===== config.mk =====
export PLATFORM = sky130hd
export DESIGN_NAME = bfs_parent_order_flat
export DESIGN_NICKNAME = d
export VERILOG_FILES = /design/src/rtl/bfs_pkg.sv /design/src/rtl/bfs_in_if.sv /design/src/rtl/bfs_out_if.sv /design/src/rtl/bfs_ram.sv /design/src/rtl/bfs_parent_order.sv /design/src/flat_wrapper.sv
export VERILOG_INCLUDE_DIRS = /design/src /design/src/rtl
export SDC_FILE = /design/constraint.sdc
export NUM_CORES = 1
export LEC_CHECK = 0
export BUFFER_PORTS_ARGS = -buffer_cell sky130_fd_sc_hd__buf_2
export CORE_MARGIN = 1.5
export CORE_UTILIZATION = 50
export CTS_CLUSTER_SIZE = 30
export DETAILED_ROUTE_END_ITERATION = 8
export MAX_ROUTING_LAYER = met4
export PLACE_DENSITY = 0.7
export SLEW_MARGIN = 15
export SYNTH_ARGS = -nofsm -noshare
export SYNTH_HDL_FRONTEND = slang
export SYNTH_SLANG_ARGS = --single-unit

===== constraint.sdc =====
create_clock -name clk -period 12 [get_ports clk]
set_input_delay 2.4 -clock clk [delete_from_list [all_inputs] [get_ports clk]]
set_output_delay 2.4 -clock clk [all_outputs]
set_load 0.005 [all_outputs]

===== src/rtl/bfs_parent_order_macros.svh =====
// Assertion macros shared by the RTL
`ifndef BFS_PARENT_ORDER_MACROS_SVH
`define BFS_PARENT_ORDER_MACROS_SVH

// Clocked check, masked while reset is high
`define BFS_ASSERT(lbl, prop, msg) \
  lbl: assert property (@(posedge clk) disable iff (rst) prop) else $error(msg);

// Clocked check that also holds during reset
`define BFS_ASSERT_ALWAYS(lbl, prop, msg) \
  lbl: assert property (@(posedge clk) prop) else $error(msg);

`endif


===== src/rtl/bfs_pkg.sv =====
package bfs_pkg;

  // payload widths
  localparam int CHILD_W  = 5;
  localparam int PARENT_W = 6;
  localparam int STATUS_W = 3;

  // result status codes
  localparam logic [STATUS_W-1:0] ST_OK       = 3'd0;
  localparam logic [STATUS_W-1:0] ST_CYCLIC   = 3'd1;
  localparam logic [STATUS_W-1:0] ST_SPARSE   = 3'd2;
  localparam logic [STATUS_W-1:0] ST_RANGE    = 3'd3;
  localparam logic [STATUS_W-1:0] ST_OVERFLOW = 3'd4;

  // parent code of a root child
  localparam logic [PARENT_W-1:0] ROOT_ID = 6'h3f;

endpackage


===== src/rtl/bfs_in_if.sv =====
interface bfs_in_if;
  logic                                valid;
  logic                                ready;
  logic [bfs_pkg::CHILD_W-1:0]         child_id;
  logic signed [bfs_pkg::PARENT_W-1:0] parent_id;
  logic                                last;

  modport source (output valid, child_id, parent_id, last, input ready);
  modport sink (input valid, child_id, parent_id, last, output ready);
endinterface


===== src/rtl/bfs_out_if.sv =====
interface bfs_out_if;
  logic                                valid;
  logic                                ready;
  logic [bfs_pkg::CHILD_W-1:0]         node_id;
  logic signed [bfs_pkg::PARENT_W-1:0] node_parent;
  logic [bfs_pkg::STATUS_W-1:0]        status;
  logic                                final_res;

  modport source (output valid, node_id, node_parent, status, final_res, input ready);
  modport sink (input valid, node_id, node_parent, status, final_res, output ready);
endinterface


===== src/rtl/bfs_ram.sv =====
module bfs_ram #(
  parameter int WIDTH = 8,
  parameter int DEPTH = 32,
  localparam int AW = (DEPTH > 1) ? $clog2(DEPTH) : 1
) (
  input  logic             clk,
  input  logic             we,
  input  logic [AW-1:0]    waddr,
  input  logic [WIDTH-1:0] wdata,
  input  logic [AW-1:0]    raddr,
  output logic [WIDTH-1:0] rdata
);

  logic [WIDTH-1:0] mem [DEPTH];

  // one write port, registered read port
  always_ff @(posedge clk) begin
    if (we) begin
      mem[waddr] <= wdata;
    end
    rdata <= mem[raddr];
  end

endmodule


===== src/rtl/bfs_parent_order.sv =====
// Loading: one pair per cycle while idle; results only on the last pair.
// After the last pair: clear, pair count, slot prefix and pair scatter, then two
// walks (check, emit) over the visited nodes and their children; all passes share
// the single offset memory. Range and overflow errors skip these passes and go
// straight to the report. Reset (rst, synchronous) empties the set and the output
// register; memories keep their contents.
`include "bfs_parent_order_macros.svh"

module bfs_parent_order #(
  parameter int MAX_ENTRIES = 32,
  parameter int MAX_NODES   = 32
) (
  input  logic clk,
  input  logic rst,
  bfs_in_if.sink    in_ch,
  bfs_out_if.source out_ch
);

  localparam int EW  = $clog2(MAX_ENTRIES + 1);
  localparam int PAW = (MAX_ENTRIES > 1) ? $clog2(MAX_ENTRIES) : 1;
  localparam int QAW = $clog2(MAX_ENTRIES + 1);
  localparam int OAW = $clog2(MAX_NODES + 3);
  localparam int KW  = (OAW > EW) ? OAW : EW;
  localparam int PW  = bfs_pkg::PARENT_W;
  localparam int CW  = bfs_pkg::CHILD_W;
  localparam int SW  = bfs_pkg::STATUS_W;
  localparam logic [KW-1:0] LAST_SLOT = KW'(MAX_NODES + 2);

  typedef enum logic [16:0] {
    S_IDLE  = 17'h00001, S_CLR   = 17'h00002, S_CNT_A = 17'h00004,
    S_CNT_B = 17'h00008, S_CNT_C = 17'h00010, S_PRE_A = 17'h00020,
    S_PRE_B = 17'h00040, S_SCT_A = 17'h00080, S_SCT_B = 17'h00100,
    S_SCT_C = 17'h00200, S_WQ    = 17'h00400, S_WS    = 17'h00800,
    S_WL    = 17'h01000, S_WJ    = 17'h02000, S_WCHK  = 17'h04000,
    S_WE    = 17'h08000, S_REP   = 17'h10000
  } state_t;

  state_t state, state_next;
  logic [EW-1:0] entry_count, entry_count_next;
  logic [SW-1:0] error_seen, error_seen_next;
  logic [KW-1:0] k, k_next;
  logic [EW-1:0] acc, acc_next;
  logic [OAW-1:0] slot, slot_next;
  logic [CW-1:0] child_r, child_r_next;
  logic [EW-1:0] qi, qi_next, emitted, emitted_next, j, j_next, limit, limit_next;
  logic [PW-1:0] obj, obj_next;
  logic emit, emit_next;

  logic          out_valid;
  logic [CW-1:0] out_node;
  logic [PW-1:0] out_parent;
  logic [SW-1:0] out_status;
  logic          out_final;
  logic          out_load;
  logic [CW-1:0] ld_node;
  logic [PW-1:0] ld_parent;
  logic [SW-1:0] ld_status;
  logic          ld_final;
  logic          can_load;

  // memory ports
  logic             pair_we;
  logic [PAW-1:0]   pair_waddr, pair_raddr;
  logic [CW+PW-1:0] pair_wdata, pair_rdata;
  logic             off_we;
  logic [OAW-1:0]   off_waddr, off_raddr;
  logic [EW-1:0]    off_wdata, off_rdata;
  logic             list_we;
  logic [PAW-1:0]   list_waddr, list_raddr;
  logic [CW-1:0]    list_wdata, list_rdata;
  logic             q_we;
  logic [QAW-1:0]   q_waddr, q_raddr;
  logic [PW-1:0]    q_wdata, q_rdata;

  bfs_ram #(.WIDTH(CW + PW), .DEPTH(MAX_ENTRIES)) u_pair (
    .clk(clk), .we(pair_we), .waddr(pair_waddr), .wdata(pair_wdata),
    .raddr(pair_raddr), .rdata(pair_rdata));
  bfs_ram #(.WIDTH(EW), .DEPTH(MAX_NODES + 3)) u_off (
    .clk(clk), .we(off_we), .waddr(off_waddr), .wdata(off_wdata),
    .raddr(off_raddr), .rdata(off_rdata));
  bfs_ram #(.WIDTH(CW), .DEPTH(MAX_ENTRIES)) u_list (
    .clk(clk), .we(list_we), .waddr(list_waddr), .wdata(list_wdata),
    .raddr(list_raddr), .rdata(list_rdata));
  bfs_ram #(.WIDTH(PW), .DEPTH(MAX_ENTRIES + 1)) u_queue (
    .clk(clk), .we(q_we), .waddr(q_waddr), .wdata(q_wdata),
    .raddr(q_raddr), .rdata(q_rdata));

  // input checks
  logic in_bad, in_full;
  logic [PW-1:0] in_par;
  assign in_par  = in_ch.parent_id;
  assign in_bad  = (7'(in_ch.child_id) >= 7'(MAX_NODES))
                || (in_par[PW-1] && (in_par != bfs_pkg::ROOT_ID))
                || (!in_par[PW-1] && (7'(in_par) >= 7'(MAX_NODES)));
  assign in_full = (7'(entry_count) >= 7'(MAX_ENTRIES));
  assign in_ch.ready = (state == S_IDLE);

  // slot of a parent code: parent + add (2 in count and scatter, 1 or 2 in the walk)
  function automatic logic [OAW-1:0] slot_of(input logic [PW-1:0] p, input logic [1:0] add);
    logic [PW:0] s;
    s = {p[PW-1], p} + (PW+1)'(add);
    return s[OAW-1:0];
  endfunction

  assign can_load = !out_valid || out_ch.ready;

  // sequencer
  always_comb begin
    state_next = state;
    entry_count_next = entry_count;
    error_seen_next = error_seen;
    k_next = k;
    acc_next = acc;
    slot_next = slot;
    child_r_next = child_r;
    qi_next = qi;
    emitted_next = emitted;
    j_next = j;
    limit_next = limit;
    obj_next = obj;
    emit_next = emit;
    pair_we = 1'b0;
    pair_waddr = entry_count[PAW-1:0];
    pair_wdata = {in_ch.child_id, in_par};
    pair_raddr = k[PAW-1:0];
    off_we = 1'b0;
    off_waddr = k[OAW-1:0];
    off_wdata = '0;
    off_raddr = k[OAW-1:0];
    list_we = 1'b0;
    list_waddr = off_rdata[PAW-1:0];
    list_wdata = child_r;
    list_raddr = j[PAW-1:0];
    q_we = 1'b0;
    q_waddr = '0;
    q_wdata = bfs_pkg::ROOT_ID;
    q_raddr = qi[QAW-1:0];
    out_load = 1'b0;
    ld_node = '0;
    ld_parent = '0;
    ld_status = error_seen;
    ld_final = 1'b1;
    case (state)
      S_IDLE: begin
        if (in_ch.valid) begin
          if (in_bad) begin
            if (error_seen == bfs_pkg::ST_OK) error_seen_next = bfs_pkg::ST_RANGE;
          end else if (in_full) begin
            if (error_seen == bfs_pkg::ST_OK) error_seen_next = bfs_pkg::ST_OVERFLOW;
          end else begin
            pair_we = 1'b1;
            entry_count_next = entry_count + EW'(1);
          end
          if (in_ch.last) begin
            k_next = '0;
            state_next = ((error_seen_next != bfs_pkg::ST_OK)) ? S_REP : S_CLR;
          end
        end
      end
      // zero the offsets, seed the queue with the virtual root
      S_CLR: begin
        off_we = 1'b1;
        q_we = (k == '0);
        k_next = k + KW'(1);
        if (k == LAST_SLOT) begin
          k_next = '0;
          state_next = S_CNT_A;
        end
      end
      // count children per parent slot
      S_CNT_A: begin
        if (k == KW'(entry_count)) begin
          k_next = '0;
          acc_next = '0;
          state_next = S_PRE_A;
        end else begin
          state_next = S_CNT_B;
        end
      end
      S_CNT_B: begin
        slot_next = slot_of(pair_rdata[PW-1:0], 2'd2);
        off_raddr = slot_next;
        state_next = S_CNT_C;
      end
      S_CNT_C: begin
        off_we = 1'b1;
        off_waddr = slot;
        off_wdata = off_rdata + EW'(1);
        k_next = k + KW'(1);
        state_next = S_CNT_A;
      end
      // running offsets
      S_PRE_A: state_next = S_PRE_B;
      S_PRE_B: begin
        off_we = 1'b1;
        off_wdata = acc;
        acc_next = acc + off_rdata;
        k_next = k + KW'(1);
        state_next = S_PRE_A;
        if (k == LAST_SLOT) begin
          k_next = '0;
          state_next = S_SCT_A;
        end
      end
      // scatter children into the grouped list
      S_SCT_A: begin
        if (k == KW'(entry_count)) begin
          qi_next = '0;
          emitted_next = '0;
          emit_next = 1'b0;
          state_next = S_WQ;
        end else begin
          state_next = S_SCT_B;
        end
      end
      S_SCT_B: begin
        slot_next = slot_of(pair_rdata[PW-1:0], 2'd2);
        child_r_next = pair_rdata[CW+PW-1:PW];
        off_raddr = slot_next;
        state_next = S_SCT_C;
      end
      S_SCT_C: begin
        list_we = 1'b1;
        off_we = 1'b1;
        off_waddr = slot;
        off_wdata = off_rdata + EW'(1);
        k_next = k + KW'(1);
        state_next = S_SCT_A;
      end
      // breadth-first walk: first a checking pass, then the emitting pass
      S_WQ: begin
        if ((EW+1)'(qi) == (EW+1)'(emitted) + (EW+1)'(1)) begin
          if (emit) begin
            entry_count_next = '0;
            error_seen_next = bfs_pkg::ST_OK;
            state_next = S_IDLE;
          end else if (emitted != entry_count) begin
            error_seen_next = bfs_pkg::ST_SPARSE;
            state_next = S_REP;
          end else begin
            qi_next = '0;
            emitted_next = '0;
            emit_next = 1'b1;
          end
        end else begin
          state_next = S_WS;
        end
      end
      S_WS: begin
        obj_next = q_rdata;
        off_raddr = slot_of(q_rdata, 2'd1);
        state_next = S_WL;
      end
      S_WL: begin
        j_next = off_rdata;
        off_raddr = slot_of(obj, 2'd2);
        state_next = S_WJ;
      end
      S_WJ: begin
        limit_next = off_rdata;
        state_next = S_WCHK;
      end
      S_WCHK: begin
        if (j == limit) begin
          qi_next = qi + EW'(1);
          state_next = S_WQ;
        end else if (emitted >= entry_count) begin
          error_seen_next = bfs_pkg::ST_CYCLIC;
          state_next = S_REP;
        end else begin
          state_next = S_WE;
        end
      end
      S_WE: begin
        ld_node = list_rdata;
        ld_parent = obj;
        ld_status = bfs_pkg::ST_OK;
        ld_final = ((EW+1)'(emitted) + (EW+1)'(1) == (EW+1)'(entry_count));
        if (!emit || can_load) begin
          out_load = emit;
          q_we = 1'b1;
          q_waddr = QAW'(emitted + EW'(1));
          q_wdata = PW'(list_rdata);
          emitted_next = emitted + EW'(1);
          j_next = j + EW'(1);
          state_next = S_WCHK;
        end
      end
      // single error result
      S_REP: begin
        if (can_load) begin
          out_load = 1'b1;
          entry_count_next = '0;
          error_seen_next = bfs_pkg::ST_OK;
          state_next = S_IDLE;
        end
      end
      default: state_next = S_IDLE;
    endcase
  end

  // control registers
  always_ff @(posedge clk) begin
    if (rst) begin
      state <= S_IDLE;
      entry_count <= '0;
      error_seen <= bfs_pkg::ST_OK;
      emit <= 1'b0;
      out_valid <= 1'b0;
    end else begin
      state <= state_next;
      entry_count <= entry_count_next;
      error_seen <= error_seen_next;
      emit <= emit_next;
      if (out_load) out_valid <= 1'b1;
      else if (out_ch.ready) out_valid <= 1'b0;
    end
  end

  // datapath registers
  always_ff @(posedge clk) begin
    k <= k_next;
    acc <= acc_next;
    slot <= slot_next;
    child_r <= child_r_next;
    qi <= qi_next;
    emitted <= emitted_next;
    j <= j_next;
    limit <= limit_next;
    obj <= obj_next;
    if (out_load) begin
      out_node <= ld_node;
      out_parent <= ld_parent;
      out_status <= ld_status;
      out_final <= ld_final;
    end
  end

  assign out_ch.valid = out_valid;
  assign out_ch.node_id = out_node;
  assign out_ch.node_parent = out_parent;
  assign out_ch.status = out_status;
  assign out_ch.final_res = out_final;

  // checks
  `BFS_ASSERT(a_count_bound, (7'(entry_count) <= 7'(MAX_ENTRIES)), "pair count beyond capacity")
  `BFS_ASSERT(a_walk_bound, ((state == S_WE) |-> (emitted < entry_count)), "walk overran pair count")
  `BFS_ASSERT(a_err_final, ((out_valid && (out_status != bfs_pkg::ST_OK)) |-> (out_final && (out_node == '0))), "error result not final")

endmodule


===== src/flat_wrapper.sv =====
// flat-port wrapper written by rule: the top's interface ports become plain ports
module bfs_parent_order_flat 
#(
  parameter int MAX_ENTRIES = 32,
  parameter int MAX_NODES   = 32
)
  (clk, rst, in_ch_valid, in_ch_child_id, in_ch_parent_id, in_ch_last, in_ch_ready, out_ch_valid, out_ch_node_id, out_ch_node_parent, out_ch_status, out_ch_final_res, out_ch_ready);
  bfs_in_if in_ch_i ();
  bfs_out_if out_ch_i ();
  input  logic clk;
  input  logic rst;
  input wire logic [$bits(in_ch_i.valid)-1:0] in_ch_valid;
  input wire logic [$bits(in_ch_i.child_id)-1:0] in_ch_child_id;
  input wire logic [$bits(in_ch_i.parent_id)-1:0] in_ch_parent_id;
  input wire logic [$bits(in_ch_i.last)-1:0] in_ch_last;
  output wire logic [$bits(in_ch_i.ready)-1:0] in_ch_ready;
  output wire logic [$bits(out_ch_i.valid)-1:0] out_ch_valid;
  output wire logic [$bits(out_ch_i.node_id)-1:0] out_ch_node_id;
  output wire logic [$bits(out_ch_i.node_parent)-1:0] out_ch_node_parent;
  output wire logic [$bits(out_ch_i.status)-1:0] out_ch_status;
  output wire logic [$bits(out_ch_i.final_res)-1:0] out_ch_final_res;
  input wire logic [$bits(out_ch_i.ready)-1:0] out_ch_ready;
  assign in_ch_i.valid = in_ch_valid;
  assign in_ch_i.child_id = in_ch_child_id;
  assign in_ch_i.parent_id = in_ch_parent_id;
  assign in_ch_i.last = in_ch_last;
  assign in_ch_ready = in_ch_i.ready;
  assign out_ch_valid = out_ch_i.valid;
  assign out_ch_node_id = out_ch_i.node_id;
  assign out_ch_node_parent = out_ch_i.node_parent;
  assign out_ch_status = out_ch_i.status;
  assign out_ch_final_res = out_ch_i.final_res;
  assign out_ch_i.ready = out_ch_ready;
  bfs_parent_order #(.MAX_ENTRIES(MAX_ENTRIES), .MAX_NODES(MAX_NODES)) u_core (.clk(clk), .rst(rst), .in_ch(in_ch_i), .out_ch(out_ch_i));
endmodule

==> flow_results.org <==
** Min path
- The tightest min-delay check is of the reg -> reg type.
- The worst hold path terminates at u_core.u_queue.rdata[1].
- The worst hold path was traced through 2 stages.
- Hold path startpoint :: u_core.u_queue.mem[32][1]

** Placed design
- Once detailed placement completed, the half-perimeter wirelength came to around 60000 um.
- At the end of routability-driven placement, the weighted congestion stood at around 0.87.
- Minimum setup slack after placement :: between 6 and 7 ns
- Total of buffers placed on input and output ports :: 32

** Clocking
- Clock-pin slew of the registers on the worst-case setup and hold paths :: approximately 0.060 ns
- Clock network latency to the later pin of the worst-skew pair :: roughly 0.67 ns
- Post-cts resize count :: 0
- The H-tree was split into 3 levels.
- CTS Buf Count :: roughly 100
- CTS placed an instance of clkbuf_16 at the clock tree root.
- TritonCTS built the clock tree.
- Max Root-Sink Buffers :: 3
- Cts hold-fix bufs :: 0
- Number of sinks driven by the clock tree :: about 1000
- After clock tree synthesis, the setup repair step added 0 buffers.

** Worst setup path
- Among all stages on the critical path, the largest delay is contributed by or3b_2.
- The worst setup path is launched from a flop.
- Register-to-Register Setup Slack :: roughly 7.3 ns
- STA classifies the critical path endpoint as an output port.
- Worst r2r src :: u_core.state[5]
- The worst register-to-register path has a depth of 10.
- The endpoint identified for the worst register-to-register timing path is u_core.u_off.rdata[2].
- Traced cell by cell, the critical path runs through nor4_1 -> nand4_1 -> or3_1 -> or3b_2 -> inv_1 -> buf_2.
- Count of buffer and inverter cells on the critical path :: 2
- Worst-path fanout max :: 8
- Worst EP required :: approximately 9.6 ns
- Data arrival time of the worst path :: between 3 and 4 ns
- On the critical path the largest part of the delay comes from simple AND/OR/NAND/NOR gates.
- Crit path kind :: reg -> out
- The largest single stage delay on the critical path is approximately 0.59 ns.

** Timing
- Number of setup violations in the final report :: 0
- The max-slew violation count was 0.
- For the pin with the worst max-slew slack, the measured transition is 1.14 ns.
- Hold Slack :: 0.454 ns
- Post-layout min period :: between 5 and 6 ns
- Dividing the final minimum period by the clock period gives 0.468.
- Derived from the worst setup path, the maximum achievable clock frequency is about 0.18 GHz.
- Slew HR :: 0.237
- On the final layout, the worst clock skew is around 0.024 ns.
- Final total negative setup slack :: 0 ns
- Setup repair after global routing missed its margin :: no
- The worst path meets setup with about 6.4 ns of slack.
- The number of failing hold endpoints at the final stage came to 0.

** Status
- The flow ran to the end, and the final reports show no timing, DRC or antenna violations.

** Yosys
- The commonest cells after synthesis are edfxtp_1 (988), mux4_2 (220), nor2_1 (214).
- Sequential share of the synthesized area :: 0.728
- Yosys mapped a number of flops with a built-in enable equal to between 900 and 1000.
- The netlist uses between 80 and 90 different library cells.
- Top_reg_cell synth :: edfxtp_1
- In this run, synthesis produced a sequential element count of 1044.
- Averaged over all synthesized cells, the footprint is ~18 um2.
- Sorting the synthesized cells by area gives the leading types as edfxtp_1 (70%), mux4_2 (12%), dfxtp_1 (2.7%).
- For this run, the number of Yosys warnings is 0.
- Asr flop ratio synth :: 0
- The mapped netlist covers between 0.04 and 0.05 mm2.
- Synthesis produced a netlist with a net count of ~2400.
- In the post-synthesis netlist, the cell with the most instances is edfxtp_1.
- Counting every instance in the synthesized netlist gives 2394.
- Top-area cell type share of the netlist area :: 0.701
- The largest total area in the synthesized netlist belongs to edfxtp_1.

** Global route
- The first global-routing pass estimated about 140000 um of wire.
- Entering global routing, the biggest net connects 91 pins.
- Final global-route overflow total :: 0
- Total routing usage reported by global routing :: 0.225
- The number of antenna violations at the first check in global routing was 2.
- Via count of the first global-routing pass :: between 20000 and 25000

** Routing
- In this run the remaining antenna-violating nets after routing total 0.
- The first TritonRoute pass finished after 8 iterations.
- Per-cell routed wire length :: ~26 um
- DRC :: 0
- Per-cell via count in the routed design :: 6.07
- The final route contains 22133 vias.
- Summed over all layers, the routed wires come to just over 90000 um.
- Initial DRC Count :: around 2300

** Pwr
- Dividing total power by cell area gives a power density of just under 200 mW/mm2.
- LEAKAGE :: between 15 and 20 nW
- Peak supply drop :: 0.160 mV

** Layout
- In the final layout, the share of cells above drive strength 1 is 0.198.
- Area used by multi-input combinational logic :: around 0.011 mm2
- Area added between synthesis and finish :: 11.5%
- For this run, the post-layout net count is about 2500.
- Register cell area after layout :: 0.0308 mm2
- Counting the fill cells in the layout gives 6232.

** Run
- Number of max-cap violations :: 0

** Floorplanning
- The die covers between 0.08 and 0.09 mm2.
- In this run the standard cell core region covers roughly 0.084 mm2.
- The die is 294 um tall.
- Starting utilization of the core area :: 0.506
- Chip width :: about 290 um
- IO Count :: 33
- After floorplanning, the core was divided into approximately 110 placement rows.
logic make-up after synthesis:
logic type,synth area share
simple gates,0.0713
fa+ha+maj,0.00875
buf+inv,0.0154
mux,0.129
xor+xnor,0.0139
compound gates,0.0335
flops,0.728
routing by layer:
| metal | GRT usage | part of all wire | vias up |
|---|---|---|---|
| li1 | - | - | 9556 |
| met1 | 0.313 | 0.42 | 11471 |
| met2 | 0.349 | 0.48 | 946 |
| met3 | 0.0333 | 0.072 | 160 |
| met4 | 0.0651 | 0.026 | 0 |
| met5 | - | 0 | - |
cell usage in the layout, fill, tap and decap left out, drive strengths merged, types with 17 or more instances in the layout:
master  count
nor3       22
xnor2      41
xor2       21
edfxtp    988
nor2      214
and3       22
nand2     180
mux4      220
mux2       28
mux2i      20
clkinv     35
inv        30
nand3      86
and2       19
o211ai     21
dfxtp      56
o21ai      53
a31oi      18
clkbuf    131
ha         28
a21oi      17
buf        57
per-stage QoR:
stage	total power, mW	instances	utilization	instance area [um2]
3_3_place_gp	5.95	3461	0.521	43600
4_1_cts	9.29	3646	0.563	47100
5_1_grt	9.56	3647	0.563	47100
2_1_floorplan	5.44	2394	-	42300
6_report	9.25	3648	0.563	47200
3_5_place_dp	6.00	3461	0.521	43600
power breakdown:
group	switching [mW]	internal, mW
logic	1.07	0.733
clock network	1.35	1.97
registers	0.0945	4.04
total	2.51	6.74
cell type report:
type	instances	share of cell area
clock inverter	54	0.0160
inverter	30	0.00239
sequential	1044	0.653
multi-input combinational	1196	0.232
tap	1134	0.0301
timing repair buffer	57	0.00746
clock buffer	131	0.0590
antenna	2	0.000106
worst max-delay path by stage:
stage | start | slack, ns | cells past startpoint | end
final | u_core.state[5] | 6.39 | 6 | in_ch_ready
after global routing | u_core.state[5] | 6.27 | 6 | in_ch_ready
after CTS | u_core.state[5] | 6.41 | 6 | in_ch_ready
after detailed placement | in_ch_parent_id[0] | 6.03 | 7 | u_core.u_pair.mem[7][10]
after global placement | in_ch_parent_id[0] | 6.03 | 7 | u_core.u_pair.mem[7][10]
after floorplan | out_ch_ready | 7.20 | 6 | u_core.u_queue.mem[32][0]
state kept, by name (all words and copies together) (netlist names), 3 cells and up:
name	cells
u_core.u_queue.rdata	6
u_core.u_off.rdata	6
u_core.j	6
u_core.state	17
u_core.q_raddr	6
u_core.out_ch.node_parent	6
u_core.acc	6
u_core.slot	6
u_core.child_r	5
u_core.u_list.rdata	5
u_core.error_seen	3
u_core.emitted	6
u_core.out_ch.node_id	5
u_core.out_ch.status	3
u_core.u_queue.mem	198
u_core.limit	6
u_core.entry_count	6
u_core.u_off.mem	210
u_core.k	6
u_core.u_pair.mem	352
u_core.u_list.mem	160
u_core.u_pair.rdata	11
u_core.obj	6
tightest hold or removal path, cell delays in order, from the launching register on:
cell	delay (ns)
edfxtp_1	0.32
nand2_1	0.05
o21ai_0	0.06
Power figures use the tool's default switching activity.
